### config.mk
export PLATFORM = sky130hd
export DESIGN_NAME = cartridge_bank_controller_flat
export DESIGN_NICKNAME = d
export VERILOG_FILES = /design/src/sv/cbc_pkg.sv /design/src/sv/cbc_in_if.sv /design/src/sv/cbc_out_if.sv /design/src/sv/cbc_cfg_if.sv /design/src/sv/cbc_bank.sv /design/src/sv/cartridge_bank_controller.sv /design/src/flat_wrapper.sv
export VERILOG_INCLUDE_DIRS = /design/src /design/src/sv
export SDC_FILE = /design/constraint.sdc
export NUM_CORES = 1
export LEC_CHECK = 0
export BUFFER_PORTS_ARGS = -buffer_cell sky130_fd_sc_hd__buf_2
export CORE_MARGIN = 2
export CORE_UTILIZATION = 47
export DETAILED_ROUTE_END_ITERATION = 6
export PLACE_DENSITY = 0.74
export SYNTH_ARGS = -nofsm -noshare
export SYNTH_HDL_FRONTEND = slang
export SYNTH_SLANG_ARGS = --single-unit
### constraint.sdc
create_clock -name clk -period 2.21 [get_ports clk]
set_input_delay 0.221 -clock clk [delete_from_list [all_inputs] [get_ports clk]]
set_output_delay 0.221 -clock clk [all_outputs]
set_load 0.02 [all_outputs]
### src/sv/cartridge_bank_controller_assert.svh
// assertion macros shared by the bank controller
`ifndef CARTRIDGE_BANK_CONTROLLER_ASSERT_SVH
`define CARTRIDGE_BANK_CONTROLLER_ASSERT_SVH

// same-cycle implication
`define CBC_ASSERT_NOW(lbl, ante, cons) \
  lbl: assert property (@(posedge clk) disable iff (!rst_n) (ante) |-> (cons)) \
    else $error("cbc check failed");

// next-cycle implication
`define CBC_ASSERT_NEXT(lbl, ante, cons) \
  lbl: assert property (@(posedge clk) disable iff (!rst_n) (ante) |=> (cons)) \
    else $error("cbc check failed");

`endif

### src/sv/cbc_pkg.sv
package cbc_pkg;

  localparam int ROM_ADDR_BITS = 21;
  localparam int ROM_FULL_W    = 22;
  localparam logic [ROM_FULL_W-1:0] ROM_MASK =
    ROM_FULL_W'((64'd1 << ROM_ADDR_BITS) - 64'd1);

  typedef enum logic [1:0] {
    KIND_NONE = 2'd0,
    KIND_MBC1 = 2'd1,
    KIND_MBC2 = 2'd2
  } kind_t;

  typedef enum logic [1:0] {
    TGT_NONE = 2'd0,
    TGT_ROM  = 2'd1,
    TGT_RAM  = 2'd2
  } target_t;

  localparam logic ACT_READ  = 1'b0;
  localparam logic ACT_WRITE = 1'b1;

  typedef struct packed {
    logic        action;
    logic [15:0] bus_address;
    logic [7:0]  bus_data;
  } access_t;

  typedef struct packed {
    logic [1:0]  target;
    logic [20:0] mem_address;
    logic        write_strobe;
    logic [7:0]  write_value;
  } result_t;

endpackage

### src/sv/cbc_in_if.sv
interface cbc_in_if;
  logic        valid;
  logic        ready;
  logic        action;
  logic [15:0] bus_address;
  logic [7:0]  bus_data;

  modport source (output valid, output action, output bus_address, output bus_data,
                  input ready);
  modport sink (input valid, input action, input bus_address, input bus_data,
                output ready);
endinterface

### src/sv/cbc_out_if.sv
interface cbc_out_if;
  logic        valid;
  logic        ready;
  logic [1:0]  target;
  logic [20:0] mem_address;
  logic        write_strobe;
  logic [7:0]  write_value;

  modport source (output valid, output target, output mem_address,
                  output write_strobe, output write_value, input ready);
  modport sink (input valid, input target, input mem_address,
                input write_strobe, input write_value, output ready);
endinterface

### src/sv/cbc_cfg_if.sv
interface cbc_cfg_if;
  logic       valid;
  logic       ready;
  logic [1:0] controller_type;

  modport source (output valid, output controller_type, input ready);
  modport sink (input valid, input controller_type, output ready);
endinterface

### src/sv/cbc_bank.sv
module cbc_bank (
  input  logic             clk,
  input  logic             rst_n,
  input  logic [1:0]       ctype,
  input  logic             fire,
  input  cbc_pkg::access_t acc,
  output cbc_pkg::result_t res
);

  logic [7:0] rom_bank_r, rom_bank_nxt;
  logic [1:0] ram_bank_r, ram_bank_nxt;
  logic       ram_en_r, ram_en_nxt;
  logic       mode_r, mode_nxt;

  cbc_pkg::kind_t kind;
  logic [15:0] a;
  logic [7:0]  d;
  logic        is_wr;
  logic        in_ram;
  logic [cbc_pkg::ROM_FULL_W-1:0] rom_full;
  logic [cbc_pkg::ROM_FULL_W-1:0] rom_masked;
  logic [4:0]  lo5;
  logic [3:0]  lo4;
  logic        en_hit;

  always_comb begin
    case (ctype)
      cbc_pkg::KIND_MBC1: kind = cbc_pkg::KIND_MBC1;
      cbc_pkg::KIND_MBC2: kind = cbc_pkg::KIND_MBC2;
      default:            kind = cbc_pkg::KIND_NONE;
    endcase
  end

  assign a      = acc.bus_address;
  assign d      = acc.bus_data;
  assign is_wr  = (acc.action == cbc_pkg::ACT_WRITE);
  assign in_ram = (a[15:13] == 3'b101);
  assign lo5    = (d[4:0] == 5'd0) ? 5'd1 : d[4:0];
  assign lo4    = (d[3:0] == 4'd0) ? 4'd1 : d[3:0];
  assign en_hit = (d[3:0] == 4'hA) || (d == 8'd0);

  // bank register updates on writes to the low half
  always_comb begin
    rom_bank_nxt = rom_bank_r;
    ram_bank_nxt = ram_bank_r;
    ram_en_nxt   = ram_en_r;
    mode_nxt     = mode_r;
    if (!a[15] && is_wr) begin
      case (a[14:13])
        2'd0: begin
          if ((kind == cbc_pkg::KIND_MBC1 ||
               (kind == cbc_pkg::KIND_MBC2 && !a[8])) && en_hit) begin
            ram_en_nxt = (d[3:0] == 4'hA);
          end
        end
        2'd1: begin
          if (kind == cbc_pkg::KIND_MBC1) begin
            rom_bank_nxt = {rom_bank_r[7:5], lo5};
          end else if (kind == cbc_pkg::KIND_MBC2) begin
            rom_bank_nxt = {4'd0, lo4};
          end
        end
        2'd2: begin
          if (kind == cbc_pkg::KIND_MBC1) begin
            if (mode_r) begin
              ram_bank_nxt = 2'd0;
              rom_bank_nxt = {1'b0, d[1:0],
                              (rom_bank_r[4:0] == 5'd0) ? 5'd1 : rom_bank_r[4:0]};
            end else begin
              ram_bank_nxt = d[1:0];
            end
          end
        end
        default: begin
          if (kind == cbc_pkg::KIND_MBC1) begin
            if (d[0]) begin
              ram_bank_nxt = 2'd0;
              mode_nxt     = 1'b0;
            end else begin
              mode_nxt = 1'b1;
            end
          end
        end
      endcase
    end
  end

  // address mapping
  always_comb begin
    if (a[14] && kind != cbc_pkg::KIND_NONE) begin
      rom_full = {rom_bank_r, a[13:0]};
    end else begin
      rom_full = {6'd0, a};
    end
    rom_masked = rom_full & cbc_pkg::ROM_MASK;

    res = '0;
    if (!a[15]) begin
      if (!is_wr) begin
        res.target      = cbc_pkg::TGT_ROM;
        res.mem_address = rom_masked[20:0];
      end
    end else if (in_ram) begin
      res.target = cbc_pkg::TGT_RAM;
      if (kind == cbc_pkg::KIND_MBC2) begin
        res.mem_address = {12'd0, a[8:0]};
      end else begin
        res.mem_address = {6'd0, ram_bank_r, a[12:0]};
      end
      if (is_wr && ram_en_r &&
          (kind == cbc_pkg::KIND_MBC1 ||
           (kind == cbc_pkg::KIND_MBC2 && a[12:9] == 4'd0))) begin
        res.write_strobe = 1'b1;
        res.write_value  = d;
      end
    end
  end

  always_ff @(posedge clk) begin
    if (!rst_n) begin
      rom_bank_r <= 8'd1;
      ram_bank_r <= 2'd0;
      ram_en_r   <= 1'b0;
      mode_r     <= 1'b1;
    end else if (fire) begin
      rom_bank_r <= rom_bank_nxt;
      ram_bank_r <= ram_bank_nxt;
      ram_en_r   <= ram_en_nxt;
      mode_r     <= mode_nxt;
    end
  end

endmodule

### src/sv/cartridge_bank_controller.sv
// channel   dir  beat contents
// in_bus    in   action, bus_address, bus_data
// out_bus   out  target, mem_address, write_strobe, write_value
// cfg_bus   in   controller_type
//
// two register stages: input register, then result register; one beat per cycle while out_bus does not stall
// each input beat passes the input register, then the result register, to become a result beat
// bank state updates as a beat moves from the input register to the result register
// rst_n is synchronous: banks, enable, mode and controller type return to defaults
// a stalled result holds; a new input beat is still taken while the input register is empty
`include "cartridge_bank_controller_assert.svh"

module cartridge_bank_controller (
  input  logic          clk,
  input  logic          rst_n,
  cbc_in_if.sink        in_bus,
  cbc_out_if.source     out_bus,
  cbc_cfg_if.sink       cfg_bus
);

  logic [1:0]       ctype_r;
  logic             s1_valid_r;
  cbc_pkg::access_t s1_acc_r;
  logic             out_valid_r;
  cbc_pkg::result_t out_res_r;
  cbc_pkg::result_t res;
  logic             s2_ready;
  logic             s1_fire;
  logic             in_fire;

  assign cfg_bus.ready = 1'b1;

  assign s2_ready     = !out_valid_r || out_bus.ready;
  assign s1_fire      = s1_valid_r && s2_ready;
  assign in_bus.ready = !s1_valid_r || s2_ready;
  assign in_fire      = in_bus.valid && in_bus.ready;

  always_ff @(posedge clk) begin
    if (!rst_n) begin
      ctype_r <= cbc_pkg::KIND_NONE;
    end else if (cfg_bus.valid && cfg_bus.ready) begin
      ctype_r <= cfg_bus.controller_type;
    end
  end

  always_ff @(posedge clk) begin
    if (!rst_n) begin
      s1_valid_r <= 1'b0;
    end else if (in_fire) begin
      s1_valid_r <= 1'b1;
    end else if (s1_fire) begin
      s1_valid_r <= 1'b0;
    end
  end

  always_ff @(posedge clk) begin
    if (in_fire) begin
      s1_acc_r.action      <= in_bus.action;
      s1_acc_r.bus_address <= in_bus.bus_address;
      s1_acc_r.bus_data    <= in_bus.bus_data;
    end
  end

  cbc_bank u_bank (
    .clk   (clk),
    .rst_n (rst_n),
    .ctype (ctype_r),
    .fire  (s1_fire),
    .acc   (s1_acc_r),
    .res   (res)
  );

  always_ff @(posedge clk) begin
    if (!rst_n) begin
      out_valid_r <= 1'b0;
    end else if (s1_fire) begin
      out_valid_r <= 1'b1;
    end else if (out_bus.ready) begin
      out_valid_r <= 1'b0;
    end
  end

  always_ff @(posedge clk) begin
    if (s1_fire) begin
      out_res_r <= res;
    end
  end

  assign out_bus.valid        = out_valid_r;
  assign out_bus.target       = out_res_r.target;
  assign out_bus.mem_address  = out_res_r.mem_address;
  assign out_bus.write_strobe = out_res_r.write_strobe;
  assign out_bus.write_value  = out_res_r.write_value;

  `CBC_ASSERT_NOW(a_strobe_ram, out_valid_r && out_res_r.write_strobe, out_res_r.target == cbc_pkg::TGT_RAM)
  `CBC_ASSERT_NOW(a_none_zero, out_valid_r && out_res_r.target == cbc_pkg::TGT_NONE, out_res_r.mem_address == 21'd0 && !out_res_r.write_strobe)
  `CBC_ASSERT_NOW(a_stall_full, !in_bus.ready, s1_valid_r && out_valid_r && !out_bus.ready)
  `CBC_ASSERT_NEXT(a_pass_out, s1_fire, out_valid_r)

endmodule
### src/flat_wrapper.sv
// flat-port wrapper written by rule: the top's interface ports become plain ports
module cartridge_bank_controller_flat 
  (clk, rst_n, in_bus_valid, in_bus_action, in_bus_bus_address, in_bus_bus_data, in_bus_ready, out_bus_valid, out_bus_target, out_bus_mem_address, out_bus_write_strobe, out_bus_write_value, out_bus_ready, cfg_bus_valid, cfg_bus_controller_type, cfg_bus_ready);
  cbc_in_if in_bus_i ();
  cbc_out_if out_bus_i ();
  cbc_cfg_if cfg_bus_i ();
  input  logic clk;
  input  logic rst_n;
  input wire logic [$bits(in_bus_i.valid)-1:0] in_bus_valid;
  input wire logic [$bits(in_bus_i.action)-1:0] in_bus_action;
  input wire logic [$bits(in_bus_i.bus_address)-1:0] in_bus_bus_address;
  input wire logic [$bits(in_bus_i.bus_data)-1:0] in_bus_bus_data;
  output wire logic [$bits(in_bus_i.ready)-1:0] in_bus_ready;
  output wire logic [$bits(out_bus_i.valid)-1:0] out_bus_valid;
  output wire logic [$bits(out_bus_i.target)-1:0] out_bus_target;
  output wire logic [$bits(out_bus_i.mem_address)-1:0] out_bus_mem_address;
  output wire logic [$bits(out_bus_i.write_strobe)-1:0] out_bus_write_strobe;
  output wire logic [$bits(out_bus_i.write_value)-1:0] out_bus_write_value;
  input wire logic [$bits(out_bus_i.ready)-1:0] out_bus_ready;
  input wire logic [$bits(cfg_bus_i.valid)-1:0] cfg_bus_valid;
  input wire logic [$bits(cfg_bus_i.controller_type)-1:0] cfg_bus_controller_type;
  output wire logic [$bits(cfg_bus_i.ready)-1:0] cfg_bus_ready;
  assign in_bus_i.valid = in_bus_valid;
  assign in_bus_i.action = in_bus_action;
  assign in_bus_i.bus_address = in_bus_bus_address;
  assign in_bus_i.bus_data = in_bus_bus_data;
  assign in_bus_ready = in_bus_i.ready;
  assign out_bus_valid = out_bus_i.valid;
  assign out_bus_target = out_bus_i.target;
  assign out_bus_mem_address = out_bus_i.mem_address;
  assign out_bus_write_strobe = out_bus_i.write_strobe;
  assign out_bus_write_value = out_bus_i.write_value;
  assign out_bus_i.ready = out_bus_ready;
  assign cfg_bus_i.valid = cfg_bus_valid;
  assign cfg_bus_i.controller_type = cfg_bus_controller_type;
  assign cfg_bus_ready = cfg_bus_i.ready;
  cartridge_bank_controller u_core (.clk(clk), .rst_n(rst_n), .in_bus(in_bus_i), .out_bus(out_bus_i), .cfg_bus(cfg_bus_i));
endmodule
==> results of run 1 <==
## power by group
group          switching (mW)  total [mW]  internal [mW]
clock                   0.463       0.978          0.515
combinational           0.119       0.184         0.0655
sequential             0.0255        1.55           1.52
total                   0.607        2.71           2.10
## layout make-up
| class | count | area [um^2] |
|---|---|---|
| flip-flops and latches | 72 | 2010 |
| well taps | 75 | 93.8 |
| repair buffers | 68 | 348 |
| fillers | 481 | 2450 |
| clock inverters | 6 | 60.1 |
| inverters | 6 | 22.5 |
| multi-input cells | 113 | 736 |
| clock buffers | 10 | 128 |
## logic make-up (layout without fill, tap and decap cells)
group	after synthesis	count (layout)	synth area share, %
flops	72	72	71.8
buf+inv	12	90	2.01
simple gates	85	85	16.6
other cells	1	1	0.134
mux	11	11	4.15
compound gates	14	14	4.38
fa+ha+maj	2	2	0.893
## sequential cells by signal, indices dropped and copies added, names as in the netlist
signal / flops
u_core.out_bus.write_value: 8
u_core.out_bus.mem_address: 21
u_core.u_bank.rom_bank_r: 7
u_core.s1_acc_r: 25
u_core.u_bank.mode_r: 1
u_core.ctype_r: 2
u_core.out_bus.target: 2
u_core.out_bus.valid: 1
u_core.s1_valid_r: 1
u_core.u_bank.ram_bank_r: 2
u_core.u_bank.ram_en_r: 1
u_core.out_bus.write_strobe: 1
## final timing paths
kind | from | to | cells past startpoint
worst max register to register | u_core.out_bus.valid$_SDFFE_PN0P_ | u_core.u_bank.rom_bank_r[5]$_SDFFE_PN0P_ | 4
worst min-delay path | in_bus_bus_address[0] | u_core.s1_acc_r[8]$_DFFE_PP_ | 1
worst min register to register | u_core.u_bank.rom_bank_r[6]$_SDFFE_PN0P_ | u_core.u_bank.rom_bank_r[6]$_SDFFE_PN0P_ | 2
worst max-delay path | u_core.out_bus.valid$_SDFFE_PN0P_ | u_core.u_bank.rom_bank_r[5]$_SDFFE_PN0P_ | 4
## critical path, stage by stage, from the launching register on
cell and delay (ps):
sky130_fd_sc_hd__dfxtp_1 310, sky130_fd_sc_hd__nor2b_1 170, sky130_fd_sc_hd__nand4bb_1 450, sky130_fd_sc_hd__a2111oi_2 580
sky130_fd_sc_hd__mux2i_1 250
## cells in the final DEF (no fill, tap or decap), types with 2 or more instances in the layout
master and count:
sky130_fd_sc_hd__nor2_1 11, sky130_fd_sc_hd__edfxtp_1 57, sky130_fd_sc_hd__and2_1 13, sky130_fd_sc_hd__clkbuf_8 9, sky130_fd_sc_hd__and2b_2 2, sky130_fd_sc_hd__a21oi_1 3
sky130_fd_sc_hd__nor4_1 4, sky130_fd_sc_hd__nand2b_1 3, sky130_fd_sc_hd__or4_1 2, sky130_fd_sc_hd__buf_4 3, sky130_fd_sc_hd__nor2b_1 18, sky130_fd_sc_hd__nand2_1 17
sky130_fd_sc_hd__mux2i_1 9, sky130_fd_sc_hd__inv_1 6, sky130_fd_sc_hd__nor3_1 2, sky130_fd_sc_hd__buf_2 65, sky130_fd_sc_hd__clkinv_2 2, sky130_fd_sc_hd__o21ai_0 3
sky130_fd_sc_hd__ha_1 2, sky130_fd_sc_hd__nand3_1 7, sky130_fd_sc_hd__dfxtp_1 15
## metal layers
layer	part of all wire [%]	global-route usage, %	vias to the layer above
met3	5.2	4.22	12
met4	2.3	9.15	0
met1	44	21.1	833
met5	0	0	-
met2	48	24.8	58
li1	-	-	854
## per-stage QoR
step                      instances  worst slack, ps  cell area (um^2)  power (mW)  util (%)
final                           350              363              3400        2.71      58.1
after global routing            350              248              3400        2.81      58.1
after CTS                       350              347              3400        2.74      58.1
after detailed placement        334              323              3210        1.77      54.9
after global placement          334              454              3210        1.76      54.9
after floorplan                 197              385              2800        1.69         -
==> summary.json, run 1 <==
{
  "drc": {"value": 0},
  "fmax": {"value": 0.541, "unit": "GHz"},
  "measured_slew_at_the_worst_slew_check_pin": {"value": 1110, "unit": "ps"},
  "yosysWarnings": {"value": 0},
  "worst_slew_margin_rel": {"value": 26.0, "unit": "%"},
  "post_drt_wl_per_cell": {"value": 14.2, "unit": "um"},
  "floorplan.io_pins": {"value": 67},
  "worst_hold_path_type": {"value": "in -> reg"},
  "grt_first_pass_wirelength": {"value": 7710, "unit": "um"},
  "antenna_left": {"value": 0},
  "async_flop_share": {"value": 0, "unit": "%"},
  "yosys_most_used_dff": {"value": "sky130_fd_sc_hd__edfxtp_1"},
  "synth_area_leaders": {"value": "sky130_fd_sc_hd__edfxtp_1 61%, sky130_fd_sc_hd__dfxtp_1 11%, sky130_fd_sc_hd__nor2b_1 4.2%"},
  "clkSinkCount": {"value": 72},
  "fin_crit": {"value": 1850, "unit": "ps"},
  "die_area": {"value": 6590, "unit": "um^2"},
  "grt_max_degree": {"value": 33},
  "htree_levels": {"value": 3},
  "slew_viol_final": {"value": 0},
  "worstSetupEndpointType": {"value": "flop"},
  "worst-setup-path-type": {"value": "reg -> reg"},
  "setup.worst_path.start_class": {"value": "flop"},
  "synth_cell_types": {"value": 35},
  "number_of_synthesized_flops_with_an_enable_pin": {"value": 57},
  "synth_fp_nets": {"value": 231},
  "area_growth": {"value": 21.3, "unit": "%"},
  "r2r_setup_slk": {"value": 360, "unit": "ps"},
  "ys_seq_area_share": {"value": 71.8, "unit": "%"},
  "yosys-top-cells-count": {"value": "57 x sky130_fd_sc_hd__edfxtp_1, 19 x sky130_fd_sc_hd__nor2b_1, 17 x sky130_fd_sc_hd__nand2_1"},
  "die_width": {"value": 81.2, "unit": "um"},
  "cp.required": {"value": 2470, "unit": "ps"},
  "totalWireLength": {"value": 4980, "unit": "um"},
  "leakage": {"value": 1.28, "unit": "nW"},
  "fin_worst_skew": {"value": 5.98, "unit": "ps"},
  "cts_hold_buffers": {"value": 0},
  "clkTransAtPathRegs": {"value": 70, "unit": "ps"},
  "dr.pass1.iters": {"value": 4},
  "synth_seq_cells": {"value": 72},
  "finish.net_count": {"value": 304},
  "grt_antenna_before_repair": {"value": 0},
  "ctsLongestPathBuffers": {"value": 2},
  "largest_area_contributor_in_the_netlist": {"value": "sky130_fd_sc_hd__edfxtp_1"},
  "layout-drive-gt1-share": {"value": 32.7, "unit": "%"},
  "critical_path_peak_fanout": {"value": 7},
  "clk_root_buffer_cell": {"value": "sky130_fd_sc_hd__clkbuf_8"},
  "cts_buffers": {"value": 9},
  "share_of_the_clock_period_used_by_the_worst_path_after_layout": {"value": 83.6, "unit": "%"},
  "outcome": {"value": "finished clean"},
  "cp_data_arrival_time": {"value": 2110, "unit": "ps"},
  "route.vias.total": {"value": 1757},
  "first_iter_violations": {"value": 71},
  "track_usage": {"value": 16.2, "unit": "%"},
  "synth.most_common_cell": {"value": "sky130_fd_sc_hd__edfxtp_1"},
  "num_rows": {"value": 28},
  "syn-instance-count": {"value": 197},
  "clock_insertion_delay_worst_skew": {"value": 340, "unit": "ps"},
  "grt_pass1_vias": {"value": 1609},
  "netlist.area_leader.share": {"value": 61.1, "unit": "%"},
  "holdWs": {"value": 50.2, "unit": "ps"},
  "die_height": {"value": 81.2, "unit": "um"},
  "cts.repair_timing.setup_buffer_count": {"value": 0},
  "final-setup-viol-count": {"value": 0},
  "port_buffers": {"value": 65},
  "timing.max_cap.violations": {"value": 0},
  "floorplan.initialDensity": {"value": 47.9, "unit": "%"},
  "synthesis.area": {"value": 2800, "unit": "um^2"},
  "gpl.final_weighted_congestion": {"value": 0.828},
  "rsz0062_at_grt": {"value": "no"},
  "avgViaCountPerCell": {"value": 5.02},
  "grt_overflow_total": {"value": 0},
  "dp_hpwl": {"value": 3550, "unit": "um"},
  "report.final.hold_viol_count": {"value": 0},
  "setup_tns": {"value": 0, "unit": "ps"},
  "tritoncts": {"value": "done"},
  "cts-resized-gates": {"value": 0},
  "post_synth.cell_area_avg": {"value": 14.2, "unit": "um^2"},
  "ir_worst_vdd": {"value": 463, "unit": "uV"},
  "power_density": {"value": 798, "unit": "nW/um^2"},
  "num_antenna_cells": {"value": 0},
  "core-area": {"value": 5850, "unit": "um^2"}
}
Power figures use the tool's default switching activity.
==> run 2: changes to the inputs <==
==> constraint.sdc (replaced) <==
create_clock -name clk -period 1.6 [get_ports clk]
set_input_delay 0.16 -clock clk [delete_from_list [all_inputs] [get_ports clk]]
set_output_delay 0.16 -clock clk [all_outputs]
set_load 0.02 [all_outputs]
==> run 2 against run 1 <==
Against the previous run:
- the run now ends with setup timing left
- sequential power up 38%
- fmax up 12%
- utilization up 8.2 points
- cell area up 14%
- first-iteration DRC count up 79%
- critical path type unchanged
- sequential cell count unchanged
- clock skew up 2.8 ps
- largest cell class unchanged
- highest routed layer unchanged
- via count up 8.5%
- register-to-register slack worse by 420 ps
- final cell count up 12%
==> summary.json, run 2 (same netlist as run 1, synthesis figures left out) <==
{
  "worst_hold_path_type": {"value": "in -> reg", "change": "unchanged"},
  "layout-drive-gt1-share": {"value": 38.8, "unit": "%", "change": "was 32.7%"},
  "grt_pass1_vias": {"value": 1838, "change": "was 1609"},
  "final-setup-viol-count": {"value": 4, "change": "was 0"},
  "clk_root_buffer_cell": {"value": "sky130_fd_sc_hd__clkbuf_8", "change": "unchanged"},
  "largest_register_ffs": {"value": 25, "change": "unchanged"},
  "worstSetupPathDepth": {"value": 5, "change": "was 4"},
  "cp.required": {"value": 1870, "unit": "ps", "change": "was 2470 ps"},
  "switchingPower": {"value": 0.885, "unit": "mW", "change": "was 0.607 mW"},
  "fin_crit": {"value": 1650, "unit": "ps", "change": "was 1850 ps"},
  "ctsLongestPathBuffers": {"value": 2, "change": "unchanged"},
  "die_area": {"value": 6590, "unit": "um^2", "change": "unchanged"},
  "grt_first_pass_wirelength": {"value": 8580, "unit": "um", "change": "was 7710 um"},
  "fin_worst_skew": {"value": 8.80, "unit": "ps", "change": "was 5.98 ps"},
  "crit_end": {"value": "u_core.u_bank.rom_bank_r[3]$_SDFFE_PN0P_", "change": "was u_core.u_bank.rom_bank_r[5]$_SDFFE_PN0P_"},
  "gpl.final_weighted_congestion": {"value": 0.852, "change": "was 0.828"},
  "critical_path_peak_fanout": {"value": 5, "change": "was 7"},
  "rsz0062_at_grt": {"value": "yes", "change": "was no"},
  "outcome": {"value": "complete, but fails checks", "change": "was finished clean"},
  "cp_data_arrival_time": {"value": 1930, "unit": "ps", "change": "was 2110 ps"},
  "seqCellArea": {"value": 2020, "unit": "um^2", "change": "was 2010 um^2"},
  "ir_worst_vdd": {"value": 645, "unit": "uV", "change": "was 463 uV"},
  "worst_path_largest_cell_delay": {"value": 500, "unit": "ps", "change": "was 580 ps"},
  "post_drt_wl_per_cell": {"value": 14.0, "unit": "um", "change": "was 14.2 um"},
  "r2r-start": {"value": "u_core.s1_acc_r[22]$_DFFE_PP_", "change": "was u_core.out_bus.valid$_SDFFE_PN0P_"},
  "slew_viol_final": {"value": 0, "change": "unchanged"},
  "setup_tns": {"value": -162, "unit": "ps", "change": "was 0 ps"},
  "seq_power_share": {"value": 57.7, "unit": "%", "change": "was 57.1%"},
  "placed_instance_area": {"value": 3360, "unit": "um^2", "change": "was 3210 um^2"},
  "grt_max_degree": {"value": 26, "change": "was 33"},
  "cp_num_buf_inv": {"value": 1, "change": "was 0"},
  "area_growth": {"value": 38.4, "unit": "%", "change": "was 21.3%"},
  "route.vias.total": {"value": 1907, "change": "was 1757"},
  "num_antenna_cells": {"value": 0, "change": "unchanged"},
  "design_area": {"value": 3880, "unit": "um^2", "change": "was 3400 um^2"},
  "finish.utilization": {"value": 66.3, "unit": "%", "change": "was 58.1%"},
  "finish.net_count": {"value": 347, "change": "was 304"},
  "leakage": {"value": 1.49, "unit": "nW", "change": "was 1.28 nW"},
  "power.switching_fraction": {"value": 23.9, "unit": "%", "change": "was 22.4%"},
  "layout_commonest_cell": {"value": "sky130_fd_sc_hd__buf_2", "change": "unchanged"},
  "tritoncts": {"value": "done", "change": "unchanged"},
  "placed_cells_incl_taps": {"value": 351, "change": "was 334"},
  "dr.pass1.iters": {"value": 4, "change": "unchanged"},
  "htree_levels": {"value": 3, "change": "unchanged"},
  "clkTransAtPathRegs": {"value": 70, "unit": "ps", "change": "about the same"},
  "floorplan.initialDensity": {"value": 47.9, "unit": "%", "change": "unchanged"},
  "avgViaCountPerCell": {"value": 4.86, "change": "was 5.02"},
  "dp_hpwl": {"value": 3580, "unit": "um", "change": "was 3550 um"},
  "first_iter_violations": {"value": 127, "change": "was 71"},
  "port_buffers": {"value": 65, "change": "unchanged"},
  "num_rows": {"value": 28, "change": "unchanged"},
  "worstSetupEndpointType": {"value": "flop", "change": "unchanged"},
  "cts_buffers": {"value": 9, "change": "unchanged"},
  "clock_insertion_delay_worst_skew": {"value": 350, "unit": "ps", "change": "was 340 ps"},
  "floorplan.io_pins": {"value": 67, "change": "unchanged"},
  "final_cell_mix": {"value": "65 x sky130_fd_sc_hd__buf_2, 57 x sky130_fd_sc_hd__edfxtp_1, 25 x sky130_fd_sc_hd__dlygate4sd3_1, 20 x sky130_fd_sc_hd__buf_4", "change": "was 65 x sky130_fd_sc_hd__buf_2, 57 x sky130_fd_sc_hd__edfxtp_1, 18 x sky130_fd_sc_hd__nor2b_1, 17 x sky130_fd_sc_hd__nand2_1, 15 x sky130_fd_sc_hd__dfxtp_1"},
  "r2r_setup_slk": {"value": -50, "unit": "ps", "change": "was 360 ps"},
  "grt_antenna_before_repair": {"value": 0, "change": "unchanged"},
  "power.share.combinational": {"value": 9.8, "unit": "%", "change": "was 6.8%"},
  "power_density": {"value": 956, "unit": "nW/um^2", "change": "was 798 nW/um^2"},
  "fin_cells": {"value": 392, "change": "was 350"},
  "report.final.hold_viol_count": {"value": 0, "change": "unchanged"},
  "share_of_the_clock_period_used_by_the_worst_path_after_layout": {"value": 103, "unit": "%", "change": "was 83.6%"},
  "timing.critical_path.slowest_stage_cell": {"value": "sky130_fd_sc_hd__edfxtp_1", "change": "was sky130_fd_sc_hd__a2111oi_2"},
  "fill_cells": {"value": 406, "change": "was 481"},
  "critical_path.reg2reg.endpoint": {"value": "u_core.u_bank.rom_bank_r[3]$_SDFFE_PN0P_", "change": "was u_core.u_bank.rom_bank_r[5]$_SDFFE_PN0P_"},
  "timing.reg2reg.worst_path_depth": {"value": 5, "change": "was 4"},
  "grt_overflow_total": {"value": 0, "change": "unchanged"},
  "failing_checks": {"value": "setup timing"},
  "setup.worst_path.start_class": {"value": "flop", "change": "unchanged"},
  "dp_slack": {"value": -147, "unit": "ps", "change": "was 323 ps"},
  "timing.critical_path.cells": {"value": "and2b_2 -> a41oi_2 -> a2111oi_4 -> buf_4 -> mux2i_1", "change": "was nor2b_1 -> nand4bb_1 -> a2111oi_2 -> mux2i_1"},
  "die_width": {"value": 81.2, "unit": "um", "change": "unchanged"},
  "worst-setup-path-type": {"value": "reg -> reg", "change": "unchanged"},
  "critPathLaunch": {"value": "u_core.s1_acc_r[22]$_DFFE_PP_", "change": "was u_core.out_bus.valid$_SDFFE_PN0P_"},
  "post-route-worst-setup-slack": {"value": -54.2, "unit": "ps", "change": "was 363 ps"},
  "timing.max_cap.violations": {"value": 0, "change": "unchanged"},
  "die_height": {"value": 81.2, "unit": "um", "change": "unchanged"},
  "combined_area_of_the_multi_input_logic_cells": {"value": 837, "unit": "um^2", "change": "was 736 um^2"},
  "clkPwrFrac": {"value": 32.5, "unit": "%", "change": "was 36.1%"},
  "crit_family": {"value": "flip-flops", "change": "was simple AND/OR/NAND/NOR gates"},
  "clkSinkCount": {"value": 72, "change": "unchanged"},
  "totalWireLength": {"value": 5490, "unit": "um", "change": "was 4980 um"},
  "core-area": {"value": 5850, "unit": "um^2", "change": "unchanged"},
  "p_int": {"value": 2.82, "unit": "mW", "change": "was 2.10 mW"},
  "drc": {"value": 0, "change": "unchanged"},
  "largest-register": {"value": "u_core.s1_acc_r", "change": "unchanged"},
  "track_usage": {"value": 18.4, "unit": "%", "change": "was 16.2%"},
  "antenna_left": {"value": 0, "change": "unchanged"},
  "fmax": {"value": 0.605, "unit": "GHz", "change": "was 0.541 GHz"}
}
-- run 2: cell types whose count changed in the layout (fill, tap and decap cells not counted), moves of 2 or more --
| cell | delta |
|---|---|
| sky130_fd_sc_hd__buf_4 | +17 |
| sky130_fd_sc_hd__dfxtp_1 | -3 |
| sky130_fd_sc_hd__dfxtp_2 | +2 |
| sky130_fd_sc_hd__dlygate4sd3_1 | +25 |
| sky130_fd_sc_hd__ha_1 | -2 |
| sky130_fd_sc_hd__ha_4 | +2 |
| sky130_fd_sc_hd__nor2_1 | -2 |
| sky130_fd_sc_hd__nor2_2 | +2 |
-- run 2: worst min path at each step --
stage                                     startpoint  slack [ps]  cells past startpoint                             end
after floorplan                   in_bus_bus_data[0]         260                      0    u_core.s1_acc_r[0]$_DFFE_PP_
after global placement         in_bus_bus_address[0]         340                      1    u_core.s1_acc_r[8]$_DFFE_PP_
after detailed placement       in_bus_bus_address[7]         340                      1   u_core.s1_acc_r[15]$_DFFE_PP_
after CTS                               in_bus_valid          50                      3  u_core.s1_valid_r$_SDFFE_PN0P_
after global routing                    in_bus_valid          80                      3  u_core.s1_valid_r$_SDFFE_PN0P_
final                     cfg_bus_controller_type[0]          70                      3  u_core.ctype_r[0]$_SDFFE_PN0P_
-- run 2: metal layers --
metal	track usage (%)	vias to the layer above	share of wire, %
met1	21.5	898	40
met4	9.66	0	2.0
met2	30.8	60	52
met3	5.11	10	5.3
li1	-	939	-
met5	0	-	0
-- run 2: per-stage QoR --
step / hold WS [ps] / total power [mW]
detailed placement: 338 / 2.47
floorplan: 259 / 2.33
CTS: 54.1 / 3.72
global placement: 337 / 2.47
finish: 69.6 / 3.71
global route: 82.4 / 3.85
-- run 2: power groups by stage --
stage                     Sequential, mW  Clock [mW]  Combinational (mW)
after global routing                2.15        1.31               0.393
after floorplan                     2.22           0               0.116
after global placement              2.17           0               0.292
after detailed placement            2.18           0               0.295
final                               2.14        1.20               0.364
after CTS                           2.14        1.23               0.356
-- run 2: area by class of cell --
class                      instances  share of cell area, %
timing repair buffer             111                   19.2
clock buffer                       9                   3.19
multi-input combinational        113                   21.6
inverter                           6                  0.581
tap                               75                   2.42
clock inverter                     6                  0.936
sequential                        72                   52.0
-- run 2: worst reg2reg max path, cell delays in order, from the launching register on --
cell                        delay, ps
sky130_fd_sc_hd__edfxtp_1         500
sky130_fd_sc_hd__and2b_2          320
sky130_fd_sc_hd__a41oi_2           60
sky130_fd_sc_hd__a2111oi_4        280
sky130_fd_sc_hd__buf_4            220
sky130_fd_sc_hd__mux2i_1          200
-- run 2: timing repair --
| item | CTS | global route |
|---|---|---|
| setup endpoints to repair | 18 | 16 |
| setup buffers | 1 | 0 |
| hold endpoints to repair | 25 | 0 |
| gates resized for setup | 12 | 6 |
| hold buffers | 25 | 0 |
